[src/rtl/core/jvm_pkg.sv]
// Package for the integer bytecode execute unit: opcodes, status codes,
// controller states and the command/status structs. No dependencies.
package jvm_pkg;

  localparam int STACK_DEPTH  = 16;
  localparam int LOCALS_DEPTH = 16;
  localparam int SP_W  = $clog2(STACK_DEPTH);
  localparam int LV_W  = $clog2(LOCALS_DEPTH);
  localparam int LIM_W = 5;
  localparam int CFG_IDX_W = 1;

  localparam logic [CFG_IDX_W-1:0] CFG_STACK_LIMIT  = 1'd0;
  localparam logic [CFG_IDX_W-1:0] CFG_LOCALS_LIMIT = 1'd1;

  typedef enum logic [2:0] {
    ST_OK    = 3'd0,
    ST_RET   = 3'd1,
    ST_NI    = 3'd2,
    ST_DIV0  = 3'd3,
    ST_STACK = 3'd4,
    ST_LOCAL = 3'd5
  } status_t;

  localparam logic [7:0] OP_NOP       = 8'h00;
  localparam logic [7:0] OP_CONST_M1  = 8'h02;
  localparam logic [7:0] OP_CONST_5   = 8'h08;
  localparam logic [7:0] OP_PUSH_BYTE = 8'h10;
  localparam logic [7:0] OP_SIPUSH    = 8'h11;
  localparam logic [7:0] OP_LDC       = 8'h12;
  localparam logic [7:0] OP_LOAD      = 8'h15;
  localparam logic [7:0] OP_LOAD_0    = 8'h1A;
  localparam logic [7:0] OP_LOAD_3    = 8'h1D;
  localparam logic [7:0] OP_STORE     = 8'h36;
  localparam logic [7:0] OP_STORE_0   = 8'h3B;
  localparam logic [7:0] OP_STORE_3   = 8'h3E;
  localparam logic [7:0] OP_IADD      = 8'h60;
  localparam logic [7:0] OP_IMUL      = 8'h68;
  localparam logic [7:0] OP_IDIV      = 8'h6C;
  localparam logic [7:0] OP_IINC      = 8'h84;
  localparam logic [7:0] OP_IFCMPGE   = 8'hA2;
  localparam logic [7:0] OP_GOTO      = 8'hA7;
  localparam logic [7:0] OP_RETURN    = 8'hAC;
  localparam logic [7:0] OP_ARG       = 8'hFE;
  localparam logic [7:0] OP_FRAME     = 8'hFF;

  // result select for the value written back
  typedef enum logic [2:0] {
    K_NONE, K_PUSH, K_STORE, K_ADD, K_MUL, K_DIV, K_CMPGE, K_IINC
  } kind_t;

  typedef enum logic [2:0] {
    S_IDLE, S_READ, S_EXEC, S_DIV, S_OUT
  } state_t;

  typedef struct packed {
    logic latch;      // capture item, start operand reads
    logic exec;       // operands are valid: check and commit
    logic div_start;
    logic out_load;   // result register loads
  } cmd_t;

  typedef struct packed {
    logic need_div;   // checks passed and op is idiv
    logic div_done;
  } stat_t;

endpackage

[src/rtl/core/jvm_int_stack_execute_unit.sv]
// Top level of the integer bytecode execute unit.
// Depends on jvm_pkg, jvm_ctrl, jvm_datapath (and jvm_div below it).
//
//  channel  | direction | payload
//  in_      | sink      | tdata = cmd[7:0], local_index[15:8], imm[47:16]
//  out_     | source    | tdata = status[2:0], pc_step[18:3], ret_value[50:19]
//  cfg_     | sink      | index 0 stack_limit, 1 locals_limit
//
// Each item passes capture, operand read and execute; idiv adds the 32
// steps of the bit-serial divider and its registered done flag. One item in
// flight; the next is taken once the result sits in the output register, and
// execute waits only while that register is still full. Reset empties the
// stack pointer and loads both limits with 16; stack and local contents are
// not cleared.
module jvm_int_stack_execute_unit (
  input  logic        clk,
  input  logic        rst_n,
  input  logic        in_tvalid,
  output logic        in_tready,
  input  logic [47:0] in_tdata,   // cmd, local_index, imm
  output logic        out_tvalid,
  input  logic        out_tready,
  output logic [55:0] out_tdata,  // status, pc_step, ret_value, zero pad
  input  logic        cfg_we,
  input  logic [jvm_pkg::CFG_IDX_W-1:0] cfg_index,
  input  logic [jvm_pkg::LIM_W-1:0]     cfg_wdata
);
  jvm_pkg::cmd_t  cmd;
  jvm_pkg::stat_t stat;
  logic [2:0]  res_status;
  logic [15:0] res_step;
  logic [31:0] res_ret;

  jvm_ctrl u_ctrl (
    .clk(clk), .rst_n(rst_n), .in_valid(in_tvalid), .in_ready(in_tready),
    .out_valid(out_tvalid), .out_ready(out_tready), .cmd(cmd), .stat(stat)
  );

  jvm_datapath u_dp (
    .clk(clk), .rst_n(rst_n), .cmd(cmd), .stat(stat),
    .in_op(in_tdata[7:0]), .in_idx(in_tdata[15:8]), .in_imm(in_tdata[47:16]),
    .cfg_we(cfg_we), .cfg_idx(cfg_index), .cfg_val(cfg_wdata),
    .res_status(res_status), .res_step(res_step), .res_ret(res_ret)
  );

  assign out_tdata = {5'd0, res_ret, res_step, res_status};
endmodule

[src/rtl/core/jvm_div.sv]
// Iterative 32-bit signed divider, one quotient bit a cycle.
// No dependencies.
module jvm_div (
  input  logic        clk,
  input  logic        rst_n,
  input  logic        start,
  input  logic [31:0] a,
  input  logic [31:0] b,
  output logic        done,
  output logic [31:0] q
);
  logic [31:0] rem_r, rem_nxt, quo_r, quo_nxt, dvs_r, dvs_nxt;
  logic [5:0]  cnt_r, cnt_nxt;
  logic        busy_r, busy_nxt, neg_r, neg_nxt, done_r, done_nxt;
  logic [32:0] trial;
  logic [31:0] ma, mb;

  assign ma = a[31] ? (32'd0 - a) : a;
  assign mb = b[31] ? (32'd0 - b) : b;
  assign trial = {rem_r, quo_r[31]} - {1'b0, dvs_r};

  always_comb begin
    rem_nxt = rem_r; quo_nxt = quo_r; dvs_nxt = dvs_r; cnt_nxt = cnt_r;
    busy_nxt = busy_r; neg_nxt = neg_r; done_nxt = 1'b0;
    if (start) begin
      rem_nxt = '0; quo_nxt = ma; dvs_nxt = mb; cnt_nxt = 6'd32;
      busy_nxt = 1'b1; neg_nxt = a[31] ^ b[31];
    end else if (busy_r) begin
      if (!trial[32]) begin
        rem_nxt = trial[31:0];
        quo_nxt = {quo_r[30:0], 1'b1};
      end else begin
        rem_nxt = {rem_r[30:0], quo_r[31]};
        quo_nxt = {quo_r[30:0], 1'b0};
      end
      cnt_nxt = cnt_r - 6'd1;
      if (cnt_r == 6'd1) begin
        busy_nxt = 1'b0; done_nxt = 1'b1;
      end
    end
  end

  always_ff @(posedge clk) begin
    if (!rst_n) begin
      busy_r <= 1'b0; done_r <= 1'b0; cnt_r <= '0;
    end else begin
      busy_r <= busy_nxt; done_r <= done_nxt; cnt_r <= cnt_nxt;
    end
    rem_r <= rem_nxt; quo_r <= quo_nxt; dvs_r <= dvs_nxt; neg_r <= neg_nxt;
  end

  // min / -1 falls out naturally: magnitude 2^31 negated back to itself
  assign done = done_r;
  assign q    = neg_r ? (32'd0 - quo_r) : quo_r;
endmodule

[src/rtl/core/jvm_datapath.sv]
// Datapath: item capture, operand stack and locals memories, decode, checks,
// ALU and result register. Depends on jvm_pkg and jvm_div.
module jvm_datapath (
  input  logic                  clk,
  input  logic                  rst_n,
  input  jvm_pkg::cmd_t         cmd,
  output jvm_pkg::stat_t        stat,
  input  logic [7:0]            in_op,
  input  logic [7:0]            in_idx,
  input  logic [31:0]           in_imm,
  input  logic                  cfg_we,
  input  logic [jvm_pkg::CFG_IDX_W-1:0] cfg_idx,
  input  logic [jvm_pkg::LIM_W-1:0]     cfg_val,
  output logic [2:0]            res_status,
  output logic [15:0]           res_step,
  output logic [31:0]           res_ret
);
  localparam int SPW = jvm_pkg::SP_W;
  localparam int LVW = jvm_pkg::LV_W;

  logic [31:0] stk_mem [jvm_pkg::STACK_DEPTH];
  logic [31:0] lv_mem  [jvm_pkg::LOCALS_DEPTH];

  logic [7:0]  op_r, idx_r;
  logic [31:0] imm_r;
  logic [SPW:0] sp_r, sp_nxt;
  logic [jvm_pkg::LIM_W-1:0] slim_r, llim_r;
  logic [31:0] top_r, sec_r, lv_rd_r;
  logic [31:0] mul_r;
  logic        div_pend_r;

  // decode of the captured item
  jvm_pkg::kind_t kind;
  logic        push, is_load, uses_local, frame, arg, ni;
  logic [1:0]  pops;
  logic [15:0] len;
  logic [31:0] pval;
  logic [7:0]  eidx;

  always_comb begin
    kind = jvm_pkg::K_NONE; push = 1'b0; is_load = 1'b0; pops = 2'd0;
    len = 16'd1; pval = imm_r; eidx = idx_r; ni = 1'b0;
    frame = (op_r == jvm_pkg::OP_FRAME); arg = (op_r == jvm_pkg::OP_ARG);
    if (op_r == jvm_pkg::OP_NOP || frame || arg) begin
    end else if (op_r >= jvm_pkg::OP_CONST_M1 && op_r <= jvm_pkg::OP_CONST_5) begin
      push = 1'b1; pval = {24'd0, op_r} - 32'd3;
    end else if (op_r == jvm_pkg::OP_PUSH_BYTE) begin
      push = 1'b1; pval = {{24{imm_r[7]}}, imm_r[7:0]}; len = 16'd2;
    end else if (op_r == jvm_pkg::OP_SIPUSH) begin
      push = 1'b1; pval = {{16{imm_r[15]}}, imm_r[15:0]}; len = 16'd3;
    end else if (op_r == jvm_pkg::OP_LDC) begin
      push = 1'b1; len = 16'd2;
    end else if (op_r == jvm_pkg::OP_LOAD) begin
      push = 1'b1; is_load = 1'b1; len = 16'd2;
    end else if (op_r >= jvm_pkg::OP_LOAD_0 && op_r <= jvm_pkg::OP_LOAD_3) begin
      push = 1'b1; is_load = 1'b1; eidx = op_r - jvm_pkg::OP_LOAD_0;
    end else if (op_r == jvm_pkg::OP_STORE) begin
      kind = jvm_pkg::K_STORE; pops = 2'd1; len = 16'd2;
    end else if (op_r >= jvm_pkg::OP_STORE_0 && op_r <= jvm_pkg::OP_STORE_3) begin
      kind = jvm_pkg::K_STORE; pops = 2'd1; eidx = op_r - jvm_pkg::OP_STORE_0;
    end else if (op_r == jvm_pkg::OP_IADD) begin
      kind = jvm_pkg::K_ADD; pops = 2'd2;
    end else if (op_r == jvm_pkg::OP_IMUL) begin
      kind = jvm_pkg::K_MUL; pops = 2'd2;
    end else if (op_r == jvm_pkg::OP_IDIV) begin
      kind = jvm_pkg::K_DIV; pops = 2'd2;
    end else if (op_r == jvm_pkg::OP_IINC) begin
      kind = jvm_pkg::K_IINC; len = 16'd3;
    end else if (op_r == jvm_pkg::OP_IFCMPGE) begin
      kind = jvm_pkg::K_CMPGE; pops = 2'd2; len = 16'd3;
    end else if (op_r == jvm_pkg::OP_GOTO) begin
    end else if (op_r == jvm_pkg::OP_RETURN) begin
      pops = 2'd1;
    end else begin
      ni = 1'b1;
    end
    if (push) kind = jvm_pkg::K_PUSH;
    uses_local = is_load || kind == jvm_pkg::K_STORE || kind == jvm_pkg::K_IINC;
  end

  // capped limits
  logic [SPW:0] scap;
  logic [8:0]   lcap;
  assign scap = (slim_r > jvm_pkg::LIM_W'(jvm_pkg::STACK_DEPTH)) ?
                (SPW+1)'(jvm_pkg::STACK_DEPTH) : (SPW+1)'(slim_r);
  assign lcap = (llim_r > jvm_pkg::LIM_W'(jvm_pkg::LOCALS_DEPTH)) ?
                9'(jvm_pkg::LOCALS_DEPTH) : 9'(llim_r);

  jvm_pkg::status_t chk;
  always_comb begin
    chk = jvm_pkg::ST_OK;
    if (frame) chk = jvm_pkg::ST_OK;
    else if (arg) begin
      if ({1'b0, idx_r} >= lcap) chk = jvm_pkg::ST_LOCAL;
    end else if (ni) chk = jvm_pkg::ST_NI;
    else if (uses_local && {1'b0, eidx} >= lcap) chk = jvm_pkg::ST_LOCAL;
    else if (sp_r < (SPW+1)'(pops)) chk = jvm_pkg::ST_STACK;
    else if (push && sp_r >= scap) chk = jvm_pkg::ST_STACK;
    else if (kind == jvm_pkg::K_DIV && top_r == 32'd0) chk = jvm_pkg::ST_DIV0;
  end

  // stack read addresses; memories are read in the cycle after capture
  logic [SPW-1:0] a_top, a_sec, a_push;
  logic [SPW:0]   sp_m1, sp_m2;
  assign sp_m1  = sp_r - (SPW+1)'(1);
  assign sp_m2  = sp_r - (SPW+1)'(2);
  assign a_top  = sp_m1[SPW-1:0];
  assign a_sec  = sp_m2[SPW-1:0];
  assign a_push = sp_r[SPW-1:0];

  always_ff @(posedge clk) begin
    if (cmd.latch) begin
      op_r <= in_op; idx_r <= in_idx; imm_r <= in_imm;
    end
    top_r   <= stk_mem[a_top];
    sec_r   <= stk_mem[a_sec];
    lv_rd_r <= lv_mem[eidx[LVW-1:0]];
  end

  // multiplier registered ahead of commit; div through the jvm_div unit
  logic        div_done;
  logic [31:0] div_q;
  jvm_div u_div (
    .clk(clk), .rst_n(rst_n), .start(cmd.div_start),
    .a(sec_r), .b(top_r), .done(div_done), .q(div_q)
  );
  always_ff @(posedge clk) mul_r <= sec_r * top_r;

  logic ok;
  logic ge;
  assign ok = (chk == jvm_pkg::ST_OK);
  assign ge = $signed(sec_r) >= $signed(top_r);

  assign stat.need_div = ok && kind == jvm_pkg::K_DIV;
  assign stat.div_done = div_done;

  // commit: exec for everything but an idiv that passed its checks, div_done for that idiv
  logic commit;
  assign commit = (cmd.exec && !(ok && kind == jvm_pkg::K_DIV)) || div_done;

  logic        swe, lwe;
  logic [SPW-1:0] swa;
  logic [31:0] swd, lwd;
  logic [LVW-1:0] lwa;

  always_comb begin
    swe = 1'b0; swa = a_sec; swd = 32'd0; lwe = 1'b0; lwa = eidx[LVW-1:0];
    lwd = top_r; sp_nxt = sp_r;
    if (commit) begin
      if (frame) sp_nxt = '0;
      else if (arg) begin
        if (ok) begin lwe = 1'b1; lwa = idx_r[LVW-1:0]; lwd = imm_r; end
      end else if (ok || div_done) begin
        unique case (kind)
          jvm_pkg::K_PUSH: begin
            swe = 1'b1; swa = a_push; swd = is_load ? lv_rd_r : pval;
            sp_nxt = sp_r + (SPW+1)'(1);
          end
          jvm_pkg::K_STORE: begin lwe = 1'b1; sp_nxt = sp_m1; end
          jvm_pkg::K_ADD: begin swe = 1'b1; swd = sec_r + top_r; sp_nxt = sp_m1; end
          jvm_pkg::K_MUL: begin swe = 1'b1; swd = mul_r; sp_nxt = sp_m1; end
          jvm_pkg::K_DIV: begin swe = 1'b1; swd = div_q; sp_nxt = sp_m1; end
          jvm_pkg::K_CMPGE: sp_nxt = sp_m2;
          jvm_pkg::K_IINC: begin
            lwe = 1'b1; lwd = lv_rd_r + {{24{imm_r[7]}}, imm_r[7:0]};
          end
          default: if (op_r == jvm_pkg::OP_RETURN) sp_nxt = sp_m1;
        endcase
      end
    end
  end

  always_ff @(posedge clk) begin
    if (swe) stk_mem[swa] <= swd;
    if (lwe) lv_mem[lwa] <= lwd;
  end

  always_ff @(posedge clk) begin
    if (!rst_n) begin
      sp_r <= '0; slim_r <= 5'd16; llim_r <= 5'd16; div_pend_r <= 1'b0;
    end else begin
      sp_r <= sp_nxt;
      div_pend_r <= cmd.div_start ? 1'b1 : (div_done ? 1'b0 : div_pend_r);
      if (cfg_we && cfg_idx == jvm_pkg::CFG_STACK_LIMIT)  slim_r <= cfg_val;
      if (cfg_we && cfg_idx == jvm_pkg::CFG_LOCALS_LIMIT) llim_r <= cfg_val;
    end
  end

  // result register
  always_ff @(posedge clk) begin
    if (commit && cmd.out_load) begin
      if (div_done) begin
        res_status <= jvm_pkg::ST_OK; res_step <= 16'd1; res_ret <= 32'd0;
      end else if (frame || arg || !ok) begin
        res_status <= chk; res_step <= 16'd0; res_ret <= 32'd0;
      end else if (op_r == jvm_pkg::OP_RETURN) begin
        res_status <= jvm_pkg::ST_RET; res_step <= 16'd0; res_ret <= top_r;
      end else begin
        res_status <= jvm_pkg::ST_OK; res_ret <= 32'd0;
        if (op_r == jvm_pkg::OP_GOTO || (kind == jvm_pkg::K_CMPGE && ge))
          res_step <= imm_r[15:0];
        else res_step <= len;
      end
    end
  end

  ap_sp_range: assert property (@(posedge clk) disable iff (!rst_n)
    sp_r <= (SPW+1)'(jvm_pkg::STACK_DEPTH))
    else $error("stack pointer beyond depth");
  ap_div_once: assert property (@(posedge clk) disable iff (!rst_n)
    cmd.div_start |-> !div_pend_r)
    else $error("divider restarted while busy");
  ap_sp_still: assert property (@(posedge clk) disable iff (!rst_n)
    !commit |=> sp_r == $past(sp_r))
    else $error("stack pointer moved without commit");
endmodule

[src/rtl/core/jvm_ctrl.sv]
// Controller state machine: handshakes and sequencing of the datapath.
// Depends on jvm_pkg.
module jvm_ctrl (
  input  logic           clk,
  input  logic           rst_n,
  input  logic           in_valid,
  output logic           in_ready,
  output logic           out_valid,
  input  logic           out_ready,
  output jvm_pkg::cmd_t  cmd,
  input  jvm_pkg::stat_t stat
);
  jvm_pkg::state_t state_r, state_nxt;
  logic ov_r, ov_nxt;

  always_ff @(posedge clk) begin
    if (!rst_n) begin
      state_r <= jvm_pkg::S_IDLE; ov_r <= 1'b0;
    end else begin
      state_r <= state_nxt; ov_r <= ov_nxt;
    end
  end

  always_comb begin
    state_nxt = state_r; cmd = '0; ov_nxt = ov_r; in_ready = 1'b0;
    if (ov_r && out_ready) ov_nxt = 1'b0;
    unique case (state_r)
      jvm_pkg::S_IDLE: begin
        in_ready = 1'b1;
        if (in_valid) begin cmd.latch = 1'b1; state_nxt = jvm_pkg::S_READ; end
      end
      jvm_pkg::S_READ: state_nxt = jvm_pkg::S_EXEC;
      jvm_pkg::S_EXEC: begin
        // result register must be free before any commit
        if (!ov_r || out_ready) begin
          if (stat.need_div) begin
            cmd.exec = 1'b1; cmd.div_start = 1'b1; state_nxt = jvm_pkg::S_DIV;
          end else begin
            cmd.exec = 1'b1; cmd.out_load = 1'b1; ov_nxt = 1'b1;
            state_nxt = jvm_pkg::S_IDLE;
          end
        end
      end
      jvm_pkg::S_DIV: begin
        if (stat.div_done) begin
          cmd.out_load = 1'b1; ov_nxt = 1'b1; state_nxt = jvm_pkg::S_IDLE;
        end
      end
      default: state_nxt = jvm_pkg::S_IDLE;
    endcase
  end

  assign out_valid = ov_r;

  ap_div_free: assert property (@(posedge clk) disable iff (!rst_n)
    state_r == jvm_pkg::S_DIV && stat.div_done |-> !ov_r)
    else $error("result overwritten by divide");
  ap_load_free: assert property (@(posedge clk) disable iff (!rst_n)
    cmd.out_load && !stat.div_done |-> !ov_r || out_ready)
    else $error("result overwritten");
  ap_read_next: assert property (@(posedge clk) disable iff (!rst_n)
    cmd.latch |=> state_r == jvm_pkg::S_READ)
    else $error("capture not followed by read");
endmodule
[config.mk]
export PLATFORM = sky130hd
export DESIGN_NAME = jvm_int_stack_execute_unit
export DESIGN_NICKNAME = d
export VERILOG_FILES = /design/src/rtl/core/jvm_pkg.sv /design/src/rtl/core/jvm_int_stack_execute_unit.sv /design/src/rtl/core/jvm_div.sv /design/src/rtl/core/jvm_datapath.sv /design/src/rtl/core/jvm_ctrl.sv
export SDC_FILE = /design/constraint.sdc
export NUM_CORES = 2
export LEC_CHECK = 0
export BUFFER_PORTS_ARGS = -buffer_cell sky130_fd_sc_hd__buf_4
export CELL_PAD_IN_SITES_DETAIL_PLACEMENT = 1
export CELL_PAD_IN_SITES_GLOBAL_PLACEMENT = 2
export CORE_MARGIN = 2
export CORE_UTILIZATION = 45
export DETAILED_ROUTE_END_ITERATION = 8
export PLACE_DENSITY_LB_ADDON = 0.12
export RECOVER_POWER = 25
export REMOVE_ABC_BUFFERS = 1
export SLEW_MARGIN = 20
export SYNTH_ARGS = -nofsm -noshare
export SYNTH_HDL_FRONTEND = slang
export SYNTH_SLANG_ARGS = --single-unit
[constraint.sdc]
create_clock -name clk -period 10.9 [get_ports clk]
set_input_delay 2.18 -clock clk [delete_from_list [all_inputs] [get_ports clk]]
set_output_delay 2.18 -clock clk [all_outputs]
set_load 0.03 [all_outputs]
== Word-level counts from Yosys, hierarchy flattened ==
Memory sizes are Yosys's and may differ from the RTL's. A register that Yosys moved wholly into a read port is not among the register bits.
Index checks and enable logic that the tools add are counted.

* Input port bits: 59
* Bits in registers: 255
* Latch bits: 0
* Bits in read-only memories: 0
* RAM bits: 1024
* Memories: 2

{| class="wikitable"
|+ Memory list
! name !! words !! width !! rd ports !! clocked after memory_dff !! write ports !! RTL line !! text
|-
| u_dp.lv_mem || 16 || 32 || 1 || 1 || 1 || jvm_datapath.sv:22 || <nowiki>logic [31:0] lv_mem [jvm_pkg::LOCALS_DEPTH];</nowiki>
|-
| u_dp.stk_mem || 16 || 32 || 2 || 2 || 1 || jvm_datapath.sv:21 || <nowiki>logic [31:0] stk_mem [jvm_pkg::STACK_DEPTH];</nowiki>
|}

* Shift operators: 0
* Mux-type cells: 174
* Equal/unequal tests: 30
* $add $sub $neg: 13
* Multipliers: 1
* Magnitude comparators: 13
* Bitwise logic cells: 5
* Reduce and logical (&&, ||, !) cells: 42
* Div/mod/pow operators: 0

{| class="wikitable"
|+ Operators by type and width
! cell !! count
|-
| $mux 32 || 20
|-
| $mux 16 || 14
|-
| $pmux 32 s4 || 1
|-
| $sub 1x32->32 const A || 3
|-
| $mux 3 || 27
|-
| $mux 8 || 9
|-
| $add 32x32->32 || 2
|-
| $mux 1 || 62
|-
| $eq 8x8->1 const B || 6
|-
| $mux 2 || 19
|-
| $mux 4 || 9
|-
| $sub 33x32->33 || 1
|-
| $eq 8x5->1 const B || 4
|-
| $ge 32x32->1 || 1
|-
| $logic_not 32->1 || 1
|-
| $mul 32x32->32 || 1
|-
| $mux 31 || 1
|-
| $mux 5 || 6
|-
| $eq 8x7->1 const B || 3
|-
| $pmux 5 s4 || 1
|-
| $ge 8x9->1 || 2
|-
| $logic_and 1x1->1 || 13
|-
| $eq 3x2->1 const B || 4
|-
| $eq 3x3->1 const B || 4
|-
| other kinds (37) || 64
|}

== Logic depth before layout (Yosys ltp) ==
* Depth in word-level cells: 35
* Mapped depth: 30
* Depth with buffers taken out: 27

== Hierarchy ==
Synthesis repeated with hierarchy kept, for this count alone.

* Cell total of the unflattened synthesis: 6813
* Area, all modules: 81055.2 µm²

{| class="wikitable"
|+ By module, submodules not included
! module !! seq. area each (µm²) !! cells an instance !! area each (µm²) !! times used
|-
| jvm_datapath || 36585.1 || 5897 || 73162.7 || 1
|-
| jvm_div || 2752.6 || 886 || 7667.4 || 1
|-
| jvm_ctrl || 60.1 || 24 || 183.9 || 1
|-
| jvm_int_stack_execute_unit || 0.0 || 6 || 41.3 || 1
|}

== Least setup slack after synthesis ==
OpenSTA, ideal clock, no wires.

* Kind: flip-flop to flip-flop
* Start: register u_dp.op_r[2]
* End: memory u_dp.stk_mem[5][0], enable pin
* Data required time: 10387 ps
* Period minus slack after synthesis: 9207 ps
* Library setup time: 513 ps
* Setup slack: 1693 ps
* Buffers on the path: 6
* Arrival: 8694 ps
* Cell stages (with the launch flop): 26
* Path through: edfxtp_1 > clkbuf_1 > buf_2 > clkinv_1 > clkbuf_1 > ha_1 > nand2b_1 > a221oi_1 > and2_1 > clkbuf_1 > nor3_1 > a21oi_1 > buf_2 > clkbuf_1 > ha_1 > nand2b_1 > a21o_1 > a211oi_1 > o21a_1 > a32o_1 > and2_1 > a21oi_1 > o21a_1 > mux2i_1 > o22ai_1 > nor4b_1

* Cells in the longest elaborated chain, start to end: 33
* Elaborated cells on any way between the ends: 135
* Classes of those cells: add/sub: 2; order compare: 8; eq/ne: 20; mux: 87; reduce/logical: 18

{| class="wikitable"
|+ RTL lines
! element !! RTL line !! text
|-
| from (decl) || jvm_datapath.sv:24 || <nowiki>logic [7:0] op_r, idx_r;</nowiki>
|-
| from (signal assigned) || jvm_datapath.sv:113 || <nowiki>op_r <= in_op; idx_r <= in_idx; imm_r <= in_imm;</nowiki>
|-
| branches (longest 33 deep; another with $eq 8x8->1) || - ||
|-
| to (decl) || jvm_datapath.sv:21 ||
|}

Several ways; the timed one is not identified.

== Final worst setup path ==
* Start: register u_dp.op_r[2]
* End: memory u_dp.lv_mem[11][4] (data pin)

* Cells in the longest elaborated chain, start to end: 31
* Elaborated cells on any way between the ends: 125
* Classes of those cells: add/sub: 2; order compare: 8; eq/ne: 17; mux: 81; reduce/logical: 17

{| class="wikitable"
|+ RTL lines
! element !! RTL line !! text
|-
| branches (longest 30 deep; another with $eq 8x8->1) || - ||
|-
| $mux 32 (*) || jvm_datapath.sv:149 || <nowiki>if (commit) begin</nowiki>
|-
| via u_dp.lwd[4] || jvm_datapath.sv:143 || <nowiki>logic [31:0] swd, lwd;</nowiki>
|-
| to (decl) || jvm_datapath.sv:22 ||
|}

Mark *: on every way through the listed nets, which the timed path passes.

==> run summary <==
Run status -> finished with violations
Failing checks -> capacitance limit, slew limit
Vias per cell -> 6.04
Clock root buffer -> clkbuf_16
CTS tree -> yes
Area Overhead vs Synth -> 11.3%
Pin count of the biggest net entering global routing -> 119
Hpwl dp -> 183 mm
Syn_area_per_cell -> 13.0 µm²
Req. time, crit path -> 11360 ps
Ports -> 117
Leak Pwr -> 36.1 nW
Drt initial violations -> 5576
Fmax -> 0.106 GHz
Final hold violation count -> 0
Vias -> 52600
Place WS -> 2300 ps
Post-CTS setup buffer count -> 0
MaxCap Viol Count -> 13
Post-Syn Area -> 79800 µm²
Synth top area cells -> edfxtp_1 45%, mux4_2 13%, fa_1 10%
Fin. max-slew vios -> 496
Residual DRC -> 0
Hold-fix buffers, CTS -> 0
Worst slew pin tran -> 4190 ps
Clk sinks -> 1374
Unrepaired setup endpoints after global routing -> false
Tmin final -> 9420 ps
Final net count -> 6992
Slew Limit Headroom -> -179%
Setup TNS -> 0 ps
Core ar. -> 176000 µm²
GRT Residual Overflow -> 0
Mapped Cells -> 6151
Adder-Cell Fraction of Synth Area -> 14.7%
Complex-gate fraction of the synthesized area -> 6.51%
R2r setup slk -> 1480 ps
Setup WS post-layout -> 1480 ps
Synth Area in Simple Gates -> 8.36%
#FFs+latches synth -> 1374
Sequential-to-total area share from yosys stat -> 49.4%
Cts bufs inserted -> 153
Pwr dens -> 149 nW/µm²
Layout cells sized above 1 -> 15.1%
Die ar. -> 181000 µm²
Yosys cell types -> 88
CTS H-tree lvls -> 4
First-pass GRT wire length -> 395 mm
Xor/xnor cell area share of the yosys netlist -> 2.96%
Crit path cell chain -> clkinv_1 -> ha_1 -> nand2b_1 -> a221oi_1 -> and2_0 -> or2_2 -> o21ai_0 -> inv_4 -> ha_1 -> a21o_1 -> a211oi_1 -> o21a_1 -> a32o_1 -> and2_0 -> a211o_1 -> o211a_1 -> nand2_1 -> buf_4 -> a211oi_1 -> a221o_1
Slowest-stage cell, CP -> o21ai_0
Post-synth EDFFs -> 1188
Power Total -> 13.2 mW
Startpoint class of the critical path -> flop
Cell taking the most area after synthesis -> edfxtp_1
Die height -> 425 µm
Post-synthesis mux area share -> 13.2%
Crit path largest cell delay -> 990 ps
Max IR drop VDD -> 0.165 mV
Syn. warnings -> 0
TritonRoute pass-1 iters -> 5
Routed len/inst -> 31.1 µm
Async set-reset flop share out of synthesis -> 0%
Maximum clock insertion buffer count -> 3
Worst hold-check path type -> reg -> reg
Initial core utilization -> 45.3%
Crit Path Max Fanout -> 39
Chip Width -> 425 µm
Predominant post-synthesis flop cell -> edfxtp_1
Main combinational cell family by area after synthesis -> adder cells
Tcrit/Tclk final -> 86.4%
Core Util, Final -> 50.4%
Setup Skew -> 63.0 ps
Post-synth top cells -> 1188 x edfxtp_1, 743 x nand2_1, 659 x inv_1
Rows -> 154
Port buffer count -> 111
Initial antenna violation count -> 8
Top-area cell type share of the netlist area -> 44.7%
Detail Route Antenna Nets -> 0
Top-count cell post-synth -> edfxtp_1
Critical Setup Path Class -> reg -> reg
Gp weighted congestion -> 0.910
GRT Resource Usage Total -> 30.3%
Cts repair resizes -> 0
Worst skew pair latency -> 830 ps
CP Capture Type -> flop
Detailed Route WL -> 271 mm
Final Setup Violations -> 0
Clock transition at path regs -> 60 ps
Worst EP arrival -> 9870 ps
Vias in the first global route -> 55200
-- flip-flops by register name (all words and copies together) (netlist names), 16 cells and up --
name and count:
u_dp.u_div.dvs_r 32, u_dp.u_div.rem_r 32, u_dp.res_ret 32, u_dp.lv_mem 512
u_dp.u_div.quo_r 32, u_dp.lv_rd_r 32, u_dp.top_r 32, u_dp.sec_r 32
u_dp.imm_r 32, u_dp.mul_r 32, u_dp.res_step 16, u_dp.stk_mem 512
-- final timing paths --
path,start,endpoint,depth (start not counted)
hold reg to reg,u_dp.llim_r[3]$_SDFFE_PN0P_,u_dp.llim_r[3]$_SDFFE_PN0P_,2
hold / removal,u_dp.llim_r[3]$_SDFFE_PN0P_,u_dp.llim_r[3]$_SDFFE_PN0P_,2
setup reg to reg,u_dp.op_r[2]$_DFFE_PP_,u_dp.lv_mem[11][4]$_DFFE_PP_,20
setup / recovery,u_dp.op_r[2]$_DFFE_PP_,u_dp.lv_mem[11][4]$_DFFE_PP_,20
-- area by class of cell --
cell class / count / area, µm²
antenna: 5 / 12.5
clock buffer: 222 / 4270
clock inverter: 60 / 931
fill: 17700 / 87300
inverter: 664 / 2490
multi-input combinational: 3767 / 36900
sequential: 1374 / 39400
tap: 2340 / 2930
timing repair buffer: 280 / 1800
-- cell usage in the layout, fill, tap and decap left out, drive strengths merged, types with 24 or more instances in the layout --
master     n
a21o      52
a21oi    223
a22oi     35
a31oi     53
and2      95
and3      45
buf      155
clkbuf   347
clkinv    38
dfxtp    186
edfxtp  1188
fa       411
ha       282
inv      666
mux2i     46
mux4     448
nand2    743
nand2b    32
nand3     65
nor2     256
nor2b     30
nor3      59
nor4      48
o21a      26
o21ai    232
o22ai     26
o31ai     35
or3       28
or4       24
xnor2    165
xor2     105
-- worst max-delay path: cells and delay by family (launching register included) --
kind,cells,cell delay [ps]
AOI/OAI and AO/OA,10,4580
DFF,1,350
buffers and inverters,3,1490
adders and majority gates,2,970
and+or+nand+nor,5,1600
-- cell families (layout without fill, tap and decap cells) --
group	Yosys count	after routing
AO/OA/AOI/OAI	832	832
XOR/XNOR	270	270
other	1	10
AND/OR/NAND/NOR	1473	1473
adder cells (fa/ha/maj)	693	693
buffers and inverters	1014	1226
flip-flops	1374	1374
multiplexers	494	494
-- routing by layer --
metal  track usage (%)  wire, µm  vias to the layer above
met5                 0        41                        -
met4              10.3     10400                        6
met3              4.32     17900                      410
met2              48.3    127000                     1889
met1              42.8    116000                    28000
li1                  -         -                    22300
-- stage by stage --
stage	cells	cell area, µm²	hold slack [ps]
global route	8707	88800	501
floorplan	5805	78500	432
CTS	8707	89200	475
global placement	8424	83900	445
detailed placement	8425	84000	462
finish	8712	88800	469
-- report_power, final --
group	internal (mW)	leakage, nW	switching [mW]
logic	0.840	19.0	1.20
registers	5.73	14.6	0.0710
clock network	3.15	2.50	2.24
total	9.72	36.1	3.51
No activity file was read; power rests on OpenSTA's default activity.
